`config.mk`:
```
export PLATFORM = sky130hd
export DESIGN_NAME = ofa_out_stage
export DESIGN_NICKNAME = d
export VERILOG_FILES = /design/src/ofa_pkg.sv /design/src/ofa_out_stage.sv
export SDC_FILE = /design/constraint.sdc
export NUM_CORES = 1
export LEC_CHECK = 0
export BUFFER_PORTS_ARGS = -buffer_cell sky130_fd_sc_hd__buf_2
export CELL_PAD_IN_SITES_DETAIL_PLACEMENT = 0
export CELL_PAD_IN_SITES_GLOBAL_PLACEMENT = 1
export CORE_MARGIN = 8
export CORE_UTILIZATION = 35
export DETAILED_ROUTE_END_ITERATION = 8
export PLACE_DENSITY = 0.75
export SETUP_SLACK_MARGIN = 0.2
export SLEW_MARGIN = 20
export SYNTH_ARGS = -nofsm -noshare
export SYNTH_HDL_FRONTEND = slang
export SYNTH_SLANG_ARGS = --single-unit
```
`constraint.sdc`:
```
create_clock -name clk_i -period 2.8 [get_ports clk_i]
set_input_delay 0.28 -clock clk_i [delete_from_list [all_inputs] [get_ports clk_i]]
set_output_delay 0.28 -clock clk_i [all_outputs]
set_load 0.01 [all_outputs]
```
`src/ofa_pkg.sv`:
```
package ofa_pkg;

  // Sample and coefficient format, signed Q1.15
  localparam int unsigned SMP_W  = 16;
  localparam int unsigned COEF_W = 16;
  localparam int unsigned PROD_W = SMP_W + COEF_W;

  // Coefficient register file: four taps to each 64-bit register
  localparam int unsigned PACK_COUNT    = 8;
  localparam int unsigned TAPS_PER_PACK = 4;
  localparam int unsigned CFG_IDX_W     = $clog2(PACK_COUNT);
  localparam int unsigned CFG_DATA_W    = COEF_W * TAPS_PER_PACK;

  // Default filter order (taps are 0 .. order)
  localparam int unsigned DEF_FIR_ORDER = 31;

  // Rounding: half up at the shift by 15
  localparam int unsigned FRAC_BITS  = 15;
  localparam int unsigned ROUND_BIAS = 1 << (FRAC_BITS - 1);

endpackage

```
`src/ofa_out_stage.sv`:
```
module ofa_out_stage
  import ofa_pkg::*;
#(
  parameter int unsigned AccW = PROD_W + 5
) (
  input  logic                    clk_i,
  input  logic                    load_i,
  input  logic signed [AccW-1:0]  sum_i,
  output logic signed [SMP_W-1:0] filtered_o,
  output logic                    saturated_o
);

  localparam int unsigned QW = AccW + 1 - FRAC_BITS;

  logic signed [AccW:0]     rnd;
  logic signed [QW-1:0]     quo;
  logic [QW-SMP_W:0]        top_bits;
  logic                     sat_d;
  logic signed [SMP_W-1:0]  filt_d;
  logic signed [SMP_W-1:0]  filt_q;
  logic                     sat_q;

  // Round half up, then floor shift
  assign rnd = (AccW+1)'(sum_i) + (AccW+1)'(ROUND_BIAS);
  assign quo = rnd[AccW:FRAC_BITS];

  // Out of range when the bits above the result do not all match its sign
  assign top_bits = quo[QW-1:SMP_W-1];
  assign sat_d    = !((&top_bits) || !(|top_bits));

  always_comb begin
    if (!sat_d) begin
      filt_d = quo[SMP_W-1:0];
    end else if (quo[QW-1]) begin
      filt_d = {1'b1, {(SMP_W-1){1'b0}}};
    end else begin
      filt_d = {1'b0, {(SMP_W-1){1'b1}}};
    end
  end

  // Output register
  always_ff @(posedge clk_i) begin
    if (load_i) begin
      filt_q <= filt_d;
      sat_q  <= sat_d;
    end
  end

  assign filtered_o  = filt_q;
  assign saturated_o = sat_q;

endmodule
```
==> results of run 1 <==
## cell type report
| type | count | area share [%] |
|---|---|---|
| inverter | 3 | 0.634 |
| sequential | 17 | 28.7 |
| clock buffer | 3 | 2.32 |
| timing repair buffer | 43 | 12.4 |
| multi-input combinational | 103 | 52.0 |
| tap | 52 | 3.66 |
| clock inverter | 1 | 0.282 |
## metrics by stage
step                util, %  cells  cell area [sq um]  hold WS, ns
finish                 41.7    222               1780        0.457
global route           41.7    222               1780        0.474
CTS                    41.7    222               1780        0.457
detailed placement     40.6    218               1730        0.697
global placement       40.6    218               1730        0.694
floorplan                 -    129               1510        0.392
## layer usage
layer | part of all wire, % | vias to the layer above
met4 | 0.89 | 0
met3 | 8.0 | 4
li1 | - | 591
met5 | 0 | -
met2 | 48 | 32
met1 | 43 | 570
## power by group
part	internal (uW)	leakage, uW	switching [uW]
clock network	98.3	0.0000255	69.7
logic	61.8	0.000492	94.9
registers	304	0.000167	4.26
total	464	0.000684	169
## flip-flops by register name, indices dropped and copies added, names as in the netlist
register / count
filtered_o: 16
saturated_o: 1
## logic make-up after synthesis
group / share of synthesized area [%]
AO/OA/AOI/OAI: 21.7
XOR/XNOR: 9.35
adder cells (fa/ha/maj): 0.828
buffers and inverters: 5.13
flip-flops: 33.8
multiplexers: 0.662
AND/OR/NAND/NOR: 28.6
## worst max path at each step
stage	cells after the start	startpoint	to	slack, ns
6_report	8	sum_i[14]	filtered_o[8]	0.59
5_1_grt	8	sum_i[14]	filtered_o[7]	0.49
4_1_cts	8	sum_i[14]	filtered_o[8]	0.62
3_5_place_dp	8	sum_i[14]	filtered_o[8]	0.36
3_3_place_gp	8	sum_i[14]	filtered_o[8]	0.40
2_1_floorplan	10	sum_i[14]	filtered_o[10]	0.79
## placed cells by master (no fill, tap or decap), types with 3 or more instances in the layout
master,instances
buf_2,41
edfxtp_1,17
a221oi_2,12
nor2_1,10
nor2b_1,10
nand2_1,7
xor2_1,7
xnor2_1,6
nand3_1,4
and4_1,3
nand4_1,3
inv_1,3
a221oi_1,3
clkbuf_8,3
## worst max-delay path, delay by kind of cell
kind,cells,cell delay (ns)
simple gates,4,0.92
compound gates,2,0.74
fa+ha+maj,1,0.22
buf+inv,1,0.13
==> results.sh, run 1 <==
export IMPL_status="complete, no violations"
export IMPL_ys_seq_elements=17
export IMPL_cts_root_buf="clkbuf_8"
export IMPL_slew_headroom_pct=53.5
export IMPL_p_leak_uw=0.000684
export IMPL_wire_per_inst_um=15.2
export IMPL_cts_hold_buf=0
export IMPL_pwr_density_cell_nw_per_um2=356
export IMPL_track_usage_pct=10.1
export IMPL_top_usage_layer="met2"
export IMPL_min_delay_start="load_i"
export IMPL_seq_area_sq_um=510
export IMPL_met2_usage_pct=17.5
export IMPL_met3_usage_pct=2.52
export IMPL_synth_top_cell_area_share_pct=33.8
export IMPL_syn_to_final_growth_pct=17.5
export IMPL_max_freq_ghz=0.452
export IMPL_io_buffers=41
export IMPL_fp_dieArea_sq_um=6680
export IMPL_synth_top_area_cell="edfxtp_1"
export IMPL_yosysWarnings=0
export IMPL_peakVddDrop_uv=136
export IMPL_synth_area_leaders="edfxtp_1, a221oi_2, nor2b_1"
export IMPL_yosysUniqueCellTypes=47
export IMPL_totalWireLength_um=3380
export IMPL_arrival_ns=2.28
export IMPL_post_cts_buffers=0
export IMPL_detail_route_antenna_nets=0
export IMPL_total_power_uw=633
export IMPL_ioPinCount=56
export IMPL_fin_ws_ns=0.589
export IMPL_core_sq_um=4260
export IMPL_maxCapViolCount=0
export IMPL_die_width_um=81.7
export IMPL_rsz0062_at_grt="no"
export IMPL_multiInputGateArea_sq_um=923
export IMPL_netlist_area_sq_um=1510
export IMPL_worstPathMaxFanout=16
export IMPL_drc=0
export IMPL_slew_viol_final=0
export IMPL_rows=24
export IMPL_hold_path_endpoint="filtered_o[0]"
export IMPL_synthFlopType="edfxtp_1"
export IMPL_cts_resized=0
export IMPL_tightest_slew_ns=0.697
export IMPL_hold_violations=0
export IMPL_finalCritPeriodShare_pct=79.0
export IMPL_grt_pass1_vias=1154
export IMPL_final_setup_tns_ns=0
export IMPL_met1_usage_pct=11.4
export IMPL_synth_commonest_cells="edfxtp_1, a221oi_2, nor2_1, nor2b_1"
export IMPL_synthMostInstantiatedCell="edfxtp_1"
export IMPL_grt_max_degree=18
export IMPL_slowest_stage="o22ai_2"
export IMPL_grt_pass1_wl_um=5330
export IMPL_final_net_count=211
export IMPL_gp_congestion=0.797
export IMPL_crit_required_ns=2.87
export IMPL_hold_path_class="in -> reg"
export IMPL_cts_buffers=3
export IMPL_ys_seq_area_share_pct=33.8
export IMPL_htree_levels=1
export IMPL_max_stage_delay_ns=0.52
export IMPL_synthCells=129
export IMPL_fill_cells=438
export IMPL_async_flop_share_pct=0
export IMPL_hpwl_um=2890
export IMPL_start_util_pct=35.4
export IMPL_drt_pass1_iter_count=4
export IMPL_dp_slack_ns=0.360
export IMPL_crit_path_cell_trace="buf_2, ha_1, and3_1, and4b_1, nor4b_1, o22ai_2, and2b_1, a221oi_2"
export IMPL_clk_pin_slew_worst_paths_ns=0.06
export IMPL_synth_edff_count=17
export IMPL_path_class="in -> reg"
export IMPL_min_delay_path_depth=1
export IMPL_diodes=0
export IMPL_cts_buffer_depth=2
export IMPL_syn_area_per_cell_sq_um=11.7
export IMPL_drtIter0Drc=24
export IMPL_clock_sinks=17
export IMPL_die_h_um=81.7
export IMPL_start_kind="input pin"
export IMPL_drive_above_1_share_pct=47.6
export IMPL_antenna_found_initial=0
export IMPL_grt_overflow=0
export IMPL_cts_tree="yes"
export IMPL_period_needed_ns=2.21
export IMPL_syn_nets=169
export IMPL_vias=1197
export IMPL_viasPerCell=5.39
export IMPL_critical_path_endpoint_type="register"
export IMPL_final_setup_viol_count=0
Note: power is estimated with default switching activity, not from simulation.
==> run 2, diff against run 1 <==
- ABC_AREA: unset -> 1
- CORE_UTILIZATION: 35 -> 31
- PLACE_DENSITY: 0.75 -> 0.77
- clock period: 2.8 -> 1.85 ns (I/O delays scaled with it)
==> results.sh, run 2 <==
export IMPL_status="complete, no violations"
export IMPL_drt_pass1_iter_count=4
export IMPL_slowest_stage="nor2_4"
export IMPL_gp_congestion=0.850
export IMPL_fp_dieArea_sq_um=7140
export IMPL_crit_required_ns=1.84
export IMPL_period_needed_ns=1.59
export IMPL_layout_cells_non_filler=311
export IMPL_yosysWarnings=0
export IMPL_crit_path_cell_trace="buf_8, ha_4, nand2_4, nor2_4, nand2_4, nor2_1, nand2_1, nand2_1, nand3_1, nor2_2, nand2_4, nand3_4, nand2_2"
export IMPL_rows=25
export IMPL_htree_levels=1
export IMPL_layout_commonest_cell="nand2_1"
export IMPL_synth_edff_count=17
export IMPL_path_class="in -> reg"
export IMPL_p_leak_uw=0.00100
export IMPL_synth_commonest_cells="nand2_1, nor2_1, inv_1, edfxtp_1, nand2_2"
export IMPL_hold_path_endpoint="filtered_o[0]"
export IMPL_viasPerCell=4.28
export IMPL_hpwl_um=2910
export IMPL_post_dp_cell_area_sq_um=1830
export IMPL_antenna_found_initial=0
export IMPL_crit_family="simple AND/OR/NAND/NOR gates"
export IMPL_wl_met3_um=228
export IMPL_ys_seq_elements=17
export IMPL_max_stage_delay_ns=0.19
export IMPL_cp_num_buf_inv=1
export IMPL_die_h_um=84.5
export IMPL_final_setup_viol_count=0
export IMPL_finalCritPeriodShare_pct=86.0
export IMPL_wire_per_inst_um=11.1
export IMPL_min_delay_start="sum_i[14]"
export IMPL_syn_to_final_growth_pct=37.3
export IMPL_drive_above_1_share_pct=41.2
export IMPL_pwr_density_cell_nw_per_um2=476
export IMPL_place_inst=303
export IMPL_min_delay_path_depth=4
export IMPL_clk_pin_slew_worst_paths_ns=0.06
export IMPL_grt_overflow=0
export IMPL_total_power_uw=950
export IMPL_core_sq_um=4630
export IMPL_ioPinCount=56
export IMPL_async_flop_share_pct=0
export IMPL_layout_common_cells="nand2_1, buf_2, nand2_2"
export IMPL_worstPathMaxFanout=8
export IMPL_arrival_ns=1.58
export IMPL_vias=1332
export IMPL_tightest_slew_ns=0.358
export IMPL_grt_max_degree=18
export IMPL_cts_tree="yes"
export IMPL_synthFlopType="edfxtp_1"
export IMPL_wl_met1_um=1450
export IMPL_detail_route_antenna_nets=0
export IMPL_ys_seq_area_share_pct=35.1
export IMPL_final_net_count=298
export IMPL_diodes=0
export IMPL_io_buffers=41
export IMPL_hold_path_class="in -> reg"
export IMPL_yosysUniqueCellTypes=22
export IMPL_peakVddDrop_uv=194
export IMPL_cts_root_buf="clkbuf_8"
export IMPL_slew_headroom_pct=76.2
export IMPL_track_usage_pct=10.3
export IMPL_wl_met2_um=1720
export IMPL_max_freq_ghz=0.629
export IMPL_synthCells=197
export IMPL_syn_area_per_cell_sq_um=7.38
export IMPL_cts_hold_buf=0
export IMPL_totalWireLength_um=3450
export IMPL_finish_utilization_pct=43.1
export IMPL_synth_top_area_cell="edfxtp_1"
export IMPL_synth_top_cell_area_share_pct=35.1
export IMPL_die_width_um=84.5
export IMPL_slew_viol_final=0
export IMPL_routed_top_layer="met4"
export IMPL_netlist_area_sq_um=1450
export IMPL_largest_register_ffs=16
export IMPL_clock_sinks=17
export IMPL_cts_buffer_depth=2
export IMPL_drtIter0Drc=34
export IMPL_critical_path_endpoint_type="register"
export IMPL_syn_nets=237
export IMPL_grt_pass1_wl_um=6070
export IMPL_start_util_pct=31.4
export IMPL_start_kind="input pin"
export IMPL_critical_path_most_common_cell="nand2_4"
export IMPL_synth_area_leaders="edfxtp_1, nand2_1, nand2_2"
export IMPL_grt_pass1_vias=1375
export IMPL_cts_buffers=3
export IMPL_maxCapViolCount=0
export IMPL_hold_violations=0
export IMPL_design_area_sq_um=2000
export IMPL_synthMostInstantiatedCell="nand2_1"
export IMPL_rsz0062_at_grt="yes"
export IMPL_drc=0
run 2: area by class of cell:
cell class | instances | area (sq um)
clock buffer | 4 | 45.0
fill | 501 | 2630
inverter | 18 | 67.6
multi-input combinational | 162 | 972
sequential | 17 | 510
tap | 54 | 67.6
timing repair buffer | 56 | 334
run 2: how the worst max path moves through the flow:
stage | start | endpoint | slack [ns] | cells after the start
4_1_cts | sum_i[14] | filtered_o[13] | 0.22 | 13
2_1_floorplan | sum_i[14] | filtered_o[10] | 0.14 | 13
3_3_place_gp | sum_i[14] | filtered_o[3] | -0.07 | 13
5_1_grt | sum_i[15] | filtered_o[6] | 0.12 | 13
6_report | sum_i[15] | filtered_o[9] | 0.26 | 13
3_5_place_dp | sum_i[14] | filtered_o[13] | -0.12 | 12
run 2: cell families (layout without fill, tap and decap cells):
kind of cell               Yosys count  after routing  share of synthesized area (%)
adders and majority gates            1              1                          0.860
AOI/OAI and AO/OA                    2              2                          0.860
and+or+nand+nor                    143            145                           47.9
xor gates and xnor gates            14             14                           8.43
DFF                                 17             17                           35.1
buffers and inverters               20             78                           6.80
run 2: metrics by stage:
stage          hold WS [ns]  TNS, ns  setup slack (ns)
2_1_floorplan         0.297        0             0.145
3_3_place_gp          0.597   -0.973           -0.0690
3_5_place_dp          0.598    -1.65            -0.119
4_1_cts               0.358        0             0.216
5_1_grt               0.334        0             0.119
6_report              0.332        0             0.260
run 2: repair_timing:
item	4_1_cts	5_1_grt
setup buffers	1	1
pin swaps	8	17
endpoints found under the setup margin	16	16
gates cloned	2	0
gates resized for setup	7	20
run 2: tightest hold or removal path, cell delays in order:
cell and delay (ns):
buf_6 0.08, ha_4 0.11, nand2_1 0.04, nand2_1 0.05
run 2: power breakdown:
| group | leakage, uW | total, uW | internal [uW] | switching, uW |
|---|---|---|---|---|
| Sequential | 0.000167 | 464 | 459 | 5.38 |
| Clock | 0.0000228 | 257 | 152 | 105 |
| Combinational | 0.000814 | 230 | 94.9 | 135 |
| Total | 0.00100 | 950 | 706 | 245 |
run 2: routing by layer:
layer	vias up	global-route usage (%)
li1	731	-
met1	565	11.5
met2	31	18.0
met3	5	2.83
met4	0	4.21
met5	-	0
