## config.mk

```make
export PLATFORM = sky130hd
export DESIGN_NAME = ofa_cell
export DESIGN_NICKNAME = d
export VERILOG_FILES = /design/src/ofa_pkg.sv /design/src/ofa_cell.sv
export SDC_FILE = /design/constraint.sdc
export NUM_CORES = 1
export LEC_CHECK = 0
export CELL_PAD_IN_SITES_DETAIL_PLACEMENT = 0
export CELL_PAD_IN_SITES_GLOBAL_PLACEMENT = 1
export CORE_AREA = 4 4 186 188
export CTS_CLUSTER_SIZE = 16
export DETAILED_ROUTE_END_ITERATION = 10
export DIE_AREA = 0 0 190 192
export DONT_BUFFER_PORTS = 1
export GPL_TIMING_DRIVEN = 0
export PLACE_DENSITY = 0.55
export REMOVE_ABC_BUFFERS = 1
export SKIP_CTS_REPAIR_TIMING = 1
export SYNTH_ARGS = -nofsm -noshare
export SYNTH_HDL_FRONTEND = slang
export SYNTH_SLANG_ARGS = --single-unit
```

## constraint.sdc

```tcl
create_clock -name clk_i -period 0.8 [get_ports clk_i]
set_input_delay 0.2 -clock clk_i [delete_from_list [all_inputs] [get_ports clk_i]]
set_output_delay 0.2 -clock clk_i [all_outputs]
set_load 0.02 [all_outputs]
```

## src/ofa_pkg.sv

```systemverilog
package ofa_pkg;

  // Sample and coefficient format, signed Q1.15
  localparam int unsigned SMP_W  = 16;
  localparam int unsigned COEF_W = 16;
  localparam int unsigned PROD_W = SMP_W + COEF_W;

  // Coefficient register file: four taps to each 64-bit register
  localparam int unsigned PACK_COUNT    = 8;
  localparam int unsigned TAPS_PER_PACK = 4;
  localparam int unsigned CFG_IDX_W     = $clog2(PACK_COUNT);
  localparam int unsigned CFG_DATA_W    = COEF_W * TAPS_PER_PACK;

  // Default filter order (taps are 0 .. order)
  localparam int unsigned DEF_FIR_ORDER = 31;

  // Rounding: half up at the shift by 15
  localparam int unsigned FRAC_BITS  = 15;
  localparam int unsigned ROUND_BIAS = 1 << (FRAC_BITS - 1);

endpackage

```

## src/ofa_cell.sv

```systemverilog
module ofa_cell
  import ofa_pkg::*;
(
  input  logic                     clk_i,
  input  logic                     rst_ni,
  input  logic                     shift_i,
  input  logic signed [SMP_W-1:0]  smp_i,
  input  logic signed [COEF_W-1:0] coef_i,
  output logic signed [SMP_W-1:0]  smp_o,
  output logic signed [PROD_W-1:0] prod_o
);

  logic signed [SMP_W-1:0]  smp_q;
  logic signed [PROD_W-1:0] prod_d, prod_q;

  // Tap product for the sample arriving from the left neighbour
  assign prod_d = PROD_W'(smp_i) * PROD_W'(coef_i);

  // Delay-line stage, cleared at reset
  always_ff @(posedge clk_i or negedge rst_ni) begin
    if (!rst_ni) begin
      smp_q <= '0;
    end else if (shift_i) begin
      smp_q <= smp_i;
    end
  end

  // Product register
  always_ff @(posedge clk_i) begin
    if (shift_i) begin
      prod_q <= prod_d;
    end
  end

  assign smp_o  = smp_q;
  assign prod_o = prod_q;

endmodule

```

==> summary.txt, run 1 <==
TritonCTS Buffers: 5
crit-path max cell delay: 0.56 ns
filler cell count: 3,297
Synth Warn #: 0
share of layout cells above drive strength 1: 15.8%
chip height: 192 um
min Tclk post-route: 5.28 ns
#FFs+latches synth: 48
Die X: 190 um
Seq/Total Area, Yosys: 12.0%
Worst EP required: 0.86 ns
final period utilization: 661%
Synth area leaders: fa_1 46%, inv_1 9.6%, ha_1 9.0%, edfxtp_1 8.5%, and2_1 6.7%
grt ovf: 0
crit-path cells: and2_1, fa_1, inv_1, fa_1, fa_1, inv_1, fa_1, fa_1, inv_1, fa_1, inv_1, ha_4, o21a_1, o21ai_1, nand2b_1, a2111oi_4, nor2b_2, a41oi_4, o21ai_2, xnor2_1
Syn Area/Cell: 9.94 um^2
dpl ws: -5.48 ns
relative slew slack: 51.4%
Async S/R FF share, synth: 33.3%
largest net degree at the start of global routing: 49
Pre-Repair DR Iteration Count: 4
WL per Instance: 18.2 um
DR vias: 7,360
post-synth cell types: 45
residual DRC count: 0
Synth Instances: 1,143
CTS tree: yes
Synth area leader: fa_1
final setup fails: 110
Final nets: 1,516
Clock transition at path regs: 0.07 ns
predominant post-synthesis flop cell: edfxtp_1
deepest clock path buffer count: 2
f_max: 189 MHz
WL final: 28,800 um
number of max-cap violations: 0
synthesized area: 11,400 um^2
Synth top area share: 46.2%
Core Footprint: 33,100 um^2
Seq. cell area: 1380 um^2
first-pass GRT wire length: 46,600 um
Critical Path End Type: flip-flop
Iteration-0 DRC Markers: 260
fin. max-slew vios: 0
Initial Util: 34.3%
Setup CP Type: input port to flip-flop
Layout area overhead: 13.3%
Final HPWL DP: 23,100 um
Critical Path Slowest Stage Cell: fa_1
vias in the first global route: 8,130
die area: 36,500 um^2
Worst Skew: 0 ns
Util after Layout: 38.9%
row cnt: 67
GP Congestion: 0.748
Antenna Nets Post-Route: 0
status: complete, but fails checks
diode count: 0
actual slew at the worst max-slew pin: 0.726 ns
crit-path most repeated cell: fa_1
HP Class: input port to flip-flop
Final Hold Fails: 0
EDFF count, synth: 32
failing checks: setup timing
worst setup margin: -4.48 ns
H-tree levels: 2
RSZ-0062 raised after global routing: yes
# clock sinks: 48
Critical Path AT: 5.34 ns
worst-path fanout max: 16
Top-Level Pins: 83
Via density: 4.64
Total GRT Usage: 16.5%
CTS Root Cell: clkbuf_16
area of the multi-input gates: 9530 um^2
Clk Latency, worst-skew pair: 0.31 ns
initial antenna violation count: 0
worst hold slack: 0.00327 ns
IO buf count: 0
Setup crit start kind: input port
## routing by layer
metal	up-vias	track usage, %	wire length (um)
met5	-	0	0
met4	0	2.92	317
met3	17	1.82	975
met2	101	29.4	15000
met1	3891	22.1	12500
li1	3351	-	-
## worst max-delay path: cells and delay by family
kind	cells	cell delay, ns
simple gates	3	0.41
fa+ha+maj	7	3.27
xor+xnor	1	0.13
compound gates	5	1.11
buf+inv	4	0.22
## flip-flops by register name, indices dropped and copies added (netlist names)
register	count
prod_o	32
smp_o	16
## cell usage after synthesis (all sizes together) (2+ instances only)
| cell type | instances |
|---|---|
| a2111oi | 2 |
| nand2b | 4 |
| o31ai | 2 |
| a211oi | 2 |
| and3 | 3 |
| a31oi | 2 |
| o21ai | 16 |
| inv | 290 |
| nor3 | 2 |
| fa | 262 |
| clkbuf | 33 |
| a21o | 11 |
| a21oi | 27 |
| nor2 | 25 |
| nor2b | 3 |
| xor2 | 6 |
| ha | 82 |
| nand4 | 2 |
| o21bai | 5 |
| and2 | 122 |
| xnor2 | 28 |
| o21a | 3 |
| mux2 | 16 |
| dfrtp | 16 |
| edfxtp | 32 |
| a211o | 3 |
| nand2 | 131 |
| nand3 | 4 |
## cell usage in the layout, fill, tap and decap left out, types with 3 or more instances in the layout
master,Yosys,layout
nor2_1,25,19
xor2_1,6,5
fa_2,0,12
buf_6,0,4
mux2_2,16,16
dfrtp_2,0,16
inv_1,290,275
a21o_1,10,8
o21ai_1,3,4
nand2_1,131,124
a211o_1,3,3
edfxtp_1,32,32
o21bai_1,5,4
fa_1,262,250
nor2_2,0,6
buf_4,0,15
nand2b_1,4,4
inv_2,0,14
xnor2_1,28,23
ha_4,0,28
xnor2_2,0,4
a21oi_1,26,17
and2_1,122,114
nand2_2,0,6
a21oi_2,1,5
o21ai_0,12,5
clkbuf_16,0,5
and2_4,0,8
o21ai_2,1,5
ha_1,82,52
a21oi_4,0,5
## metrics by stage
| step | area (um^2) | setup TNS (ns) | std cells |
|---|---|---|---|
| after floorplan | 11200 | -110.92 | 1109 |
| after CTS | 11900 | -124.13 | 1565 |
| after global placement | 11800 | -123.72 | 1557 |
| after global routing | 12900 | -122.79 | 1586 |
| after detailed placement | 11800 | -123.47 | 1557 |
| final | 12900 | -115.16 | 1586 |
## cell type report
class | count | share of cell area [%]
multi-input combinational | 771 | 74.0
sequential | 48 | 10.7
inverter | 290 | 8.48
tap | 448 | 4.35
timing repair buffer | 20 | 1.30
clock buffer | 5 | 0.972
clock inverter | 3 | 0.136
timing repair inverter | 1 | 0.0389
## kinds of logic after synthesis
kind of cell | count (synthesis) | share of synthesized area [%]
AOI/OAI and AO/OA | 79 | 4.89
buffers and inverters | 324 | 10.7
DFF | 48 | 12.0
xor gates and xnor gates | 34 | 2.62
adders and majority gates | 344 | 55.2
and+or+nand+nor | 298 | 13.0
muxes | 16 | 1.59
## worst paths after layout
kind / start / slack (ns) / endpoint / cells past startpoint
setup / recovery: coef_i[4] / -4.48 / prod_o[29] / 20
hold / removal: shift_i / 0.003 / prod_o[27] / 0
setup reg to reg: smp_o[6] / -0.04 / smp_o[6] / 1
hold reg to reg: smp_o[15] / 0.61 / smp_o[15] / 1
max in group asynchronous: rst_ni / -0.09 / smp_o[1] / 1
min in group asynchronous: rst_ni / 0.39 / smp_o[4] / 1
Power of run 1 is not shown: default switching activity piles up to over one toggle a cycle in this logic, so the estimate is an artifact.
==> run 2, diff against run 1 <==
--- a/config.mk
+++ b/config.mk
@@ -5,15 +5,16 @@
 export SDC_FILE = /design/constraint.sdc
 export NUM_CORES = 1
 export LEC_CHECK = 0
+export ABC_AREA = 1
 export CELL_PAD_IN_SITES_DETAIL_PLACEMENT = 0
 export CELL_PAD_IN_SITES_GLOBAL_PLACEMENT = 1
-export CORE_AREA = 4 4 186 188
+export CORE_AREA = 4 4 194 196
 export CTS_CLUSTER_SIZE = 16
 export DETAILED_ROUTE_END_ITERATION = 10
-export DIE_AREA = 0 0 190 192
+export DIE_AREA = 0 0 198 200
 export DONT_BUFFER_PORTS = 1
 export GPL_TIMING_DRIVEN = 0
-export PLACE_DENSITY = 0.55
+export PLACE_DENSITY = 0.58
 export REMOVE_ABC_BUFFERS = 1
 export SKIP_CTS_REPAIR_TIMING = 1
 export SYNTH_ARGS = -nofsm -noshare
==> summary.txt, run 2 <==
most numerous cell in the Yosys netlist: inv_1
number of max-cap violations: 0
# clock sinks: 48
final period utilization: 608%
Synth top area share: 42.2%
Seq/Total Area, Yosys: 11.0%
relative slew slack: 42.6%
Worst EP required: 0.87 ns
chip height: 200 um
Critical Path AT: 4.93 ns
Synth area leader: fa_1
Final HPWL DP: 27,200 um
Iteration-0 DRC Markers: 359
synthesized area: 12,400 um^2
top cells by count, synth: 469 x inv_1, 406 x nand2_1, 262 x fa_1, 82 x ha_1, 63 x clkbuf_1
predominant post-synthesis flop cell: edfxtp_1
share of layout cells above drive strength 1: 24.0%
post-synth cell types: 31
non-filler instance count after layout: 1,989
filler cell count: 3,735
Async S/R FF share, synth: 33.3%
Initial Util: 34.4%
path depth of the worst reg2reg path: 1
Pre-Repair DR Iteration Count: 5
H-tree levels: 2
most frequent cells in the layout: 424 x inv_1, 331 x nand2_1, 246 x fa_1
worst setup margin: -4.06 ns
min Tclk post-route: 4.86 ns
Synth Instances: 1,538
worst-path fanout max: 5
diode count: 0
hold path cells: 0
Final Hold Fails: 0
deepest clock path buffer count: 2
Syn Area/Cell: 8.08 um^2
CTS Root Cell: clkbuf_16
TritonCTS Buffers: 5
Setup CP Type: input port to flip-flop
Synth Warn #: 0
Antenna Nets Post-Route: 0
Die X: 198 um
Critical Path Slowest Stage Cell: fa_1
RSZ-0062 raised after global routing: yes
WL final: 33,500 um
first-pass GRT wire length: 52,900 um
IO buf count: 0
#FFs+latches synth: 48
initial antenna violation count: 0
status: complete, but fails checks
Largest register FFs: 32
Top-Level Pins: 83
Design Area, Final: 14,900 um^2
row cnt: 70
Total GRT Usage: 17.1%
DR vias: 9,135
Core Footprint: 36,100 um^2
Clock transition at path regs: 0.08 ns
WL per Instance: 16.8 um
final setup fails: 110
EDFF count, synth: 32
Util after Layout: 41.3%
setup TNS: -111.18 ns
Placed Cells: 1,941
failing checks: setup timing
crit-path max cell delay: 0.53 ns
Placed Area: 12,800 um^2
die area: 39,600 um^2
grt ovf: 0
GP Congestion: 0.824
Final nets: 1,899
Clk Latency, worst-skew pair: 0.30 ns
crit-path most repeated cell: fa_1
Worst Skew: 0 ns
vias in the first global route: 9,648
CTS tree: yes
fin. max-slew vios: 0
Synth area leaders: fa_1 42%, inv_1 14%, nand2_1 12%, ha_1 8.3%, edfxtp_1 7.7%
Layout area overhead: 20.0%
HP Class: input port to flip-flop
residual DRC count: 0
largest net degree at the start of global routing: 49
f_max: 206 MHz
Setup crit start kind: input port
Critical Path End Type: flip-flop
commonest non-fill, non-tap cell in the layout: inv_1
actual slew at the worst max-slew pin: 0.858 ns
Via density: 4.59
crit-path cells: clkinvlp_4, buf_12, buf_12, or2_4, fa_2, fa_1, inv_1, fa_1, fa_2, fa_1, inv_1, fa_1, inv_2, ha_4, nand2_4, inv_6, nand2_8, nor3_4, nand3_1, nand4_1, nand2_2
-- run 2: kinds of logic after synthesis --
family          Yosys count  synth area share [%]
flops                    48                  11.0
compound gates           35                  1.61
buf+inv                 543                  16.4
mux                      16                  1.45
xor+xnor                 20                  1.41
fa+ha+maj               344                  50.5
simple gates            532                  17.6
-- run 2: worst paths after layout --
kind,from,end,slack (ns)
max in group asynchronous,rst_ni,smp_o[5],-0.24
setup / recovery,coef_i[15],prod_o[27],-4.06
hold / removal,shift_i,prod_o[19],0.01
min in group asynchronous,rst_ni,smp_o[10],0.45
setup reg to reg,smp_o[11],smp_o[11],-0.06
hold reg to reg,smp_o[9],smp_o[9],0.61
-- run 2: critical path: cells and delay by family --
| family | cells | cell delay (ns) |
|---|---|---|
| buffers and inverters | 7 | 0.58 |
| AND/OR/NAND/NOR | 7 | 0.92 |
| adder cells (fa/ha/maj) | 7 | 3.21 |
-- run 2: layout make-up --
cell class | instances | area (um^2) | area share [%]
multi-input cells | 947 | 10600 | 70.9
well taps | 468 | 586 | 3.93
repair buffers | 40 | 372 | 2.49
clock buffers | 5 | 125 | 0.839
clock inverters | 3 | 68.8 | 0.462
inverters | 478 | 1810 | 12.2
flip-flops and latches | 48 | 1380 | 9.27
-- run 2: routing by layer --
| layer | vias up | wire length [um] | GRT usage, % |
|---|---|---|---|
| met4 | 0 | 193 | 1.53 |
| met1 | 4706 | 14900 | 23.5 |
| met2 | 121 | 17400 | 30.7 |
| met5 | - | 0 | 0 |
| li1 | 4295 | - | - |
| met3 | 13 | 1010 | 1.71 |
-- run 2: through the flow --
| stage | worst slack, ns | hold WS, ns |
|---|---|---|
| 3_3_place_gp | -4.94 | -0.0952 |
| 3_5_place_dp | -4.91 | -0.0952 |
| 6_report | -4.06 | 0.0129 |
| 2_1_floorplan | -4.31 | -0.0956 |
| 5_1_grt | -4.22 | -0.00651 |
| 4_1_cts | -4.59 | -0.423 |
Power of run 2 is left out for the same reason.
==> run 3, diff against run 2 <==
--- a/config.mk
+++ b/config.mk
@@ -14,7 +14,7 @@
 export DIE_AREA = 0 0 198 200
 export DONT_BUFFER_PORTS = 1
 export GPL_TIMING_DRIVEN = 0
-export PLACE_DENSITY = 0.58
+export PLACE_DENSITY_LB_ADDON = 0.1
 export REMOVE_ABC_BUFFERS = 1
 export SKIP_CTS_REPAIR_TIMING = 1
 export SYNTH_ARGS = -nofsm -noshare
==> constraint.sdc (replaced) <==
create_clock -name clk_i -period 5.1 [get_ports clk_i]
set_input_delay 1.275 -clock clk_i [delete_from_list [all_inputs] [get_ports clk_i]]
set_output_delay 1.275 -clock clk_i [all_outputs]
set_load 0.02 [all_outputs]
==> summary.txt, run 3 (same netlist as run 2, synthesis figures left out) <==
Clock transition at path regs: 0.07 ns
WL final: 33,500 um
commonest non-fill, non-tap cell in the layout: inv_1
final period utilization: 116%
actual slew at the worst max-slew pin: 0.509 ns
Setup crit start kind: input port
Largest register FFs: 32
Critical R2R Launch: smp_o[15]
relative slew slack: 66.0%
deepest clock path buffer count: 2
Via density: 4.45
non-filler instance count after layout: 1,984
vias in the first global route: 9,544
residual DRC count: 0
chip height: 200 um
failing checks: setup timing
number of max-cap violations: 0
Critical Path AT: 5.97 ns
crit-path cells: clkinvlp_4, buf_12, or2_4, fa_1, fa_1, fa_1, inv_2, fa_1, inv_2, fa_1, inv_2, fa_1, ha_4, nand2_4, nor2_4, nand3_2, nor3_2, nand2_1, inv_1, nor2_2, nand2_1, nand2_1
Worst R2R Setup Slack: 4.19 ns
Clk Latency, worst-skew pair: 0.30 ns
setup TNS: -12.85 ns
final setup fails: 21
HP Class: input port to async pin
Final HPWL DP: 27,600 um
Final Hold Fails: 0
DR vias: 8,834
crit-path max cell delay: 0.56 ns
worst-path fanout max: 8
Top-Level Pins: 83
Worst Skew: 0 ns
worst hold slack: 0.662 ns
Initial Util: 34.4%
initial antenna violation count: 0
Placed Cells: 1,941
Pre-Repair DR Iteration Count: 5
most frequent cells in the layout: 429 x inv_1, 353 x nand2_1, 246 x fa_1
Final nets: 1,894
row cnt: 70
Util after Layout: 40.1%
first-pass GRT wire length: 53,700 um
WL per Instance: 16.9 um
CTS Root Cell: clkbuf_16
H-tree levels: 2
Die X: 198 um
crit-path most repeated cell: fa_1
min Tclk post-route: 5.92 ns
filler cell count: 3,731
Worst EP required: 5.16 ns
TritonCTS Buffers: 5
Iteration-0 DRC Markers: 339
f_max: 169 MHz
Critical Path End Type: flip-flop
RSZ-0062 raised after global routing: yes
GP Congestion: 0.801
Layout area overhead: 16.4%
CTS tree: yes
Setup CP Type: input port to flip-flop
IO buf count: 0
status: complete, but fails checks
diode count: 0
Total GRT Usage: 17.5%
Worst R2R End: smp_o[15]
path depth of the worst reg2reg path: 1
Core Footprint: 36,100 um^2
die area: 39,600 um^2
worst setup margin: -0.819 ns
# clock sinks: 48
share of layout cells above drive strength 1: 19.4%
largest net degree at the start of global routing: 49
fin. max-slew vios: 0
Antenna Nets Post-Route: 0
Critical Path Slowest Stage Cell: fa_1
grt ovf: 0
==> run 3: cell types whose count changed in the layout (fill, tap and decap cells not counted), moves of 5 or more <==
cell	delta
inv_2	-5
ha_1	+18
a21oi_2	+5
nand2_1	+22
inv_1	+5
nand2_4	-9
nand2_2	-15
dfrtp_1	+16
dfrtp_2	-16
ha_4	-18
==> run 3: stage by stage <==
step	setup slack (ns)	cell area [um^2]
after floorplan	-1.08	12200
after global placement	-1.77	12800
after detailed placement	-1.73	12800
after CTS	-1.43	12900
after global routing	-0.995	14500
final	-0.819	14500
==> run 3: final cells by class <==
cell class | instances | area [um^2] | area share, %
multi-input combinational | 947 | 10200 | 70.6
inverter | 478 | 1820 | 12.6
sequential | 48 | 1360 | 9.41
tap | 468 | 586 | 4.05
timing repair buffer | 35 | 329 | 2.28
clock buffer | 6 | 129 | 0.891
clock inverter | 2 | 35.0 | 0.242
==> run 3: worst max-delay path by stage <==
| stage | from | endpoint | slack (ns) | cells past startpoint |
|---|---|---|---|---|
| 2_1_floorplan | smp_i[15] | prod_o[31] | -1.08 | 20 |
| 6_report | coef_i[15] | prod_o[31] | -0.82 | 22 |
| 5_1_grt | coef_i[15] | prod_o[31] | -1.0 | 22 |
| 4_1_cts | coef_i[15] | prod_o[24] | -1.43 | 17 |
| 3_5_place_dp | coef_i[15] | prod_o[24] | -1.73 | 17 |
| 3_3_place_gp | coef_i[15] | prod_o[24] | -1.77 | 17 |
==> run 3: worst max-delay path: cells and delay by family <==
| kind | cells | cell delay (ns) |
|---|---|---|
| simple gates | 9 | 0.90 |
| fa+ha+maj | 7 | 3.36 |
| buf+inv | 6 | 0.43 |
==> run 3: metal layers <==
layer	share of wire (%)	wire, um	global-route usage, %
met5	0	0	0
met2	49	16500	29.7
met3	2.7	921	1.76
met4	0.55	184	1.94
met1	47	15900	25.2
Power of run 3 is left out for the same reason.
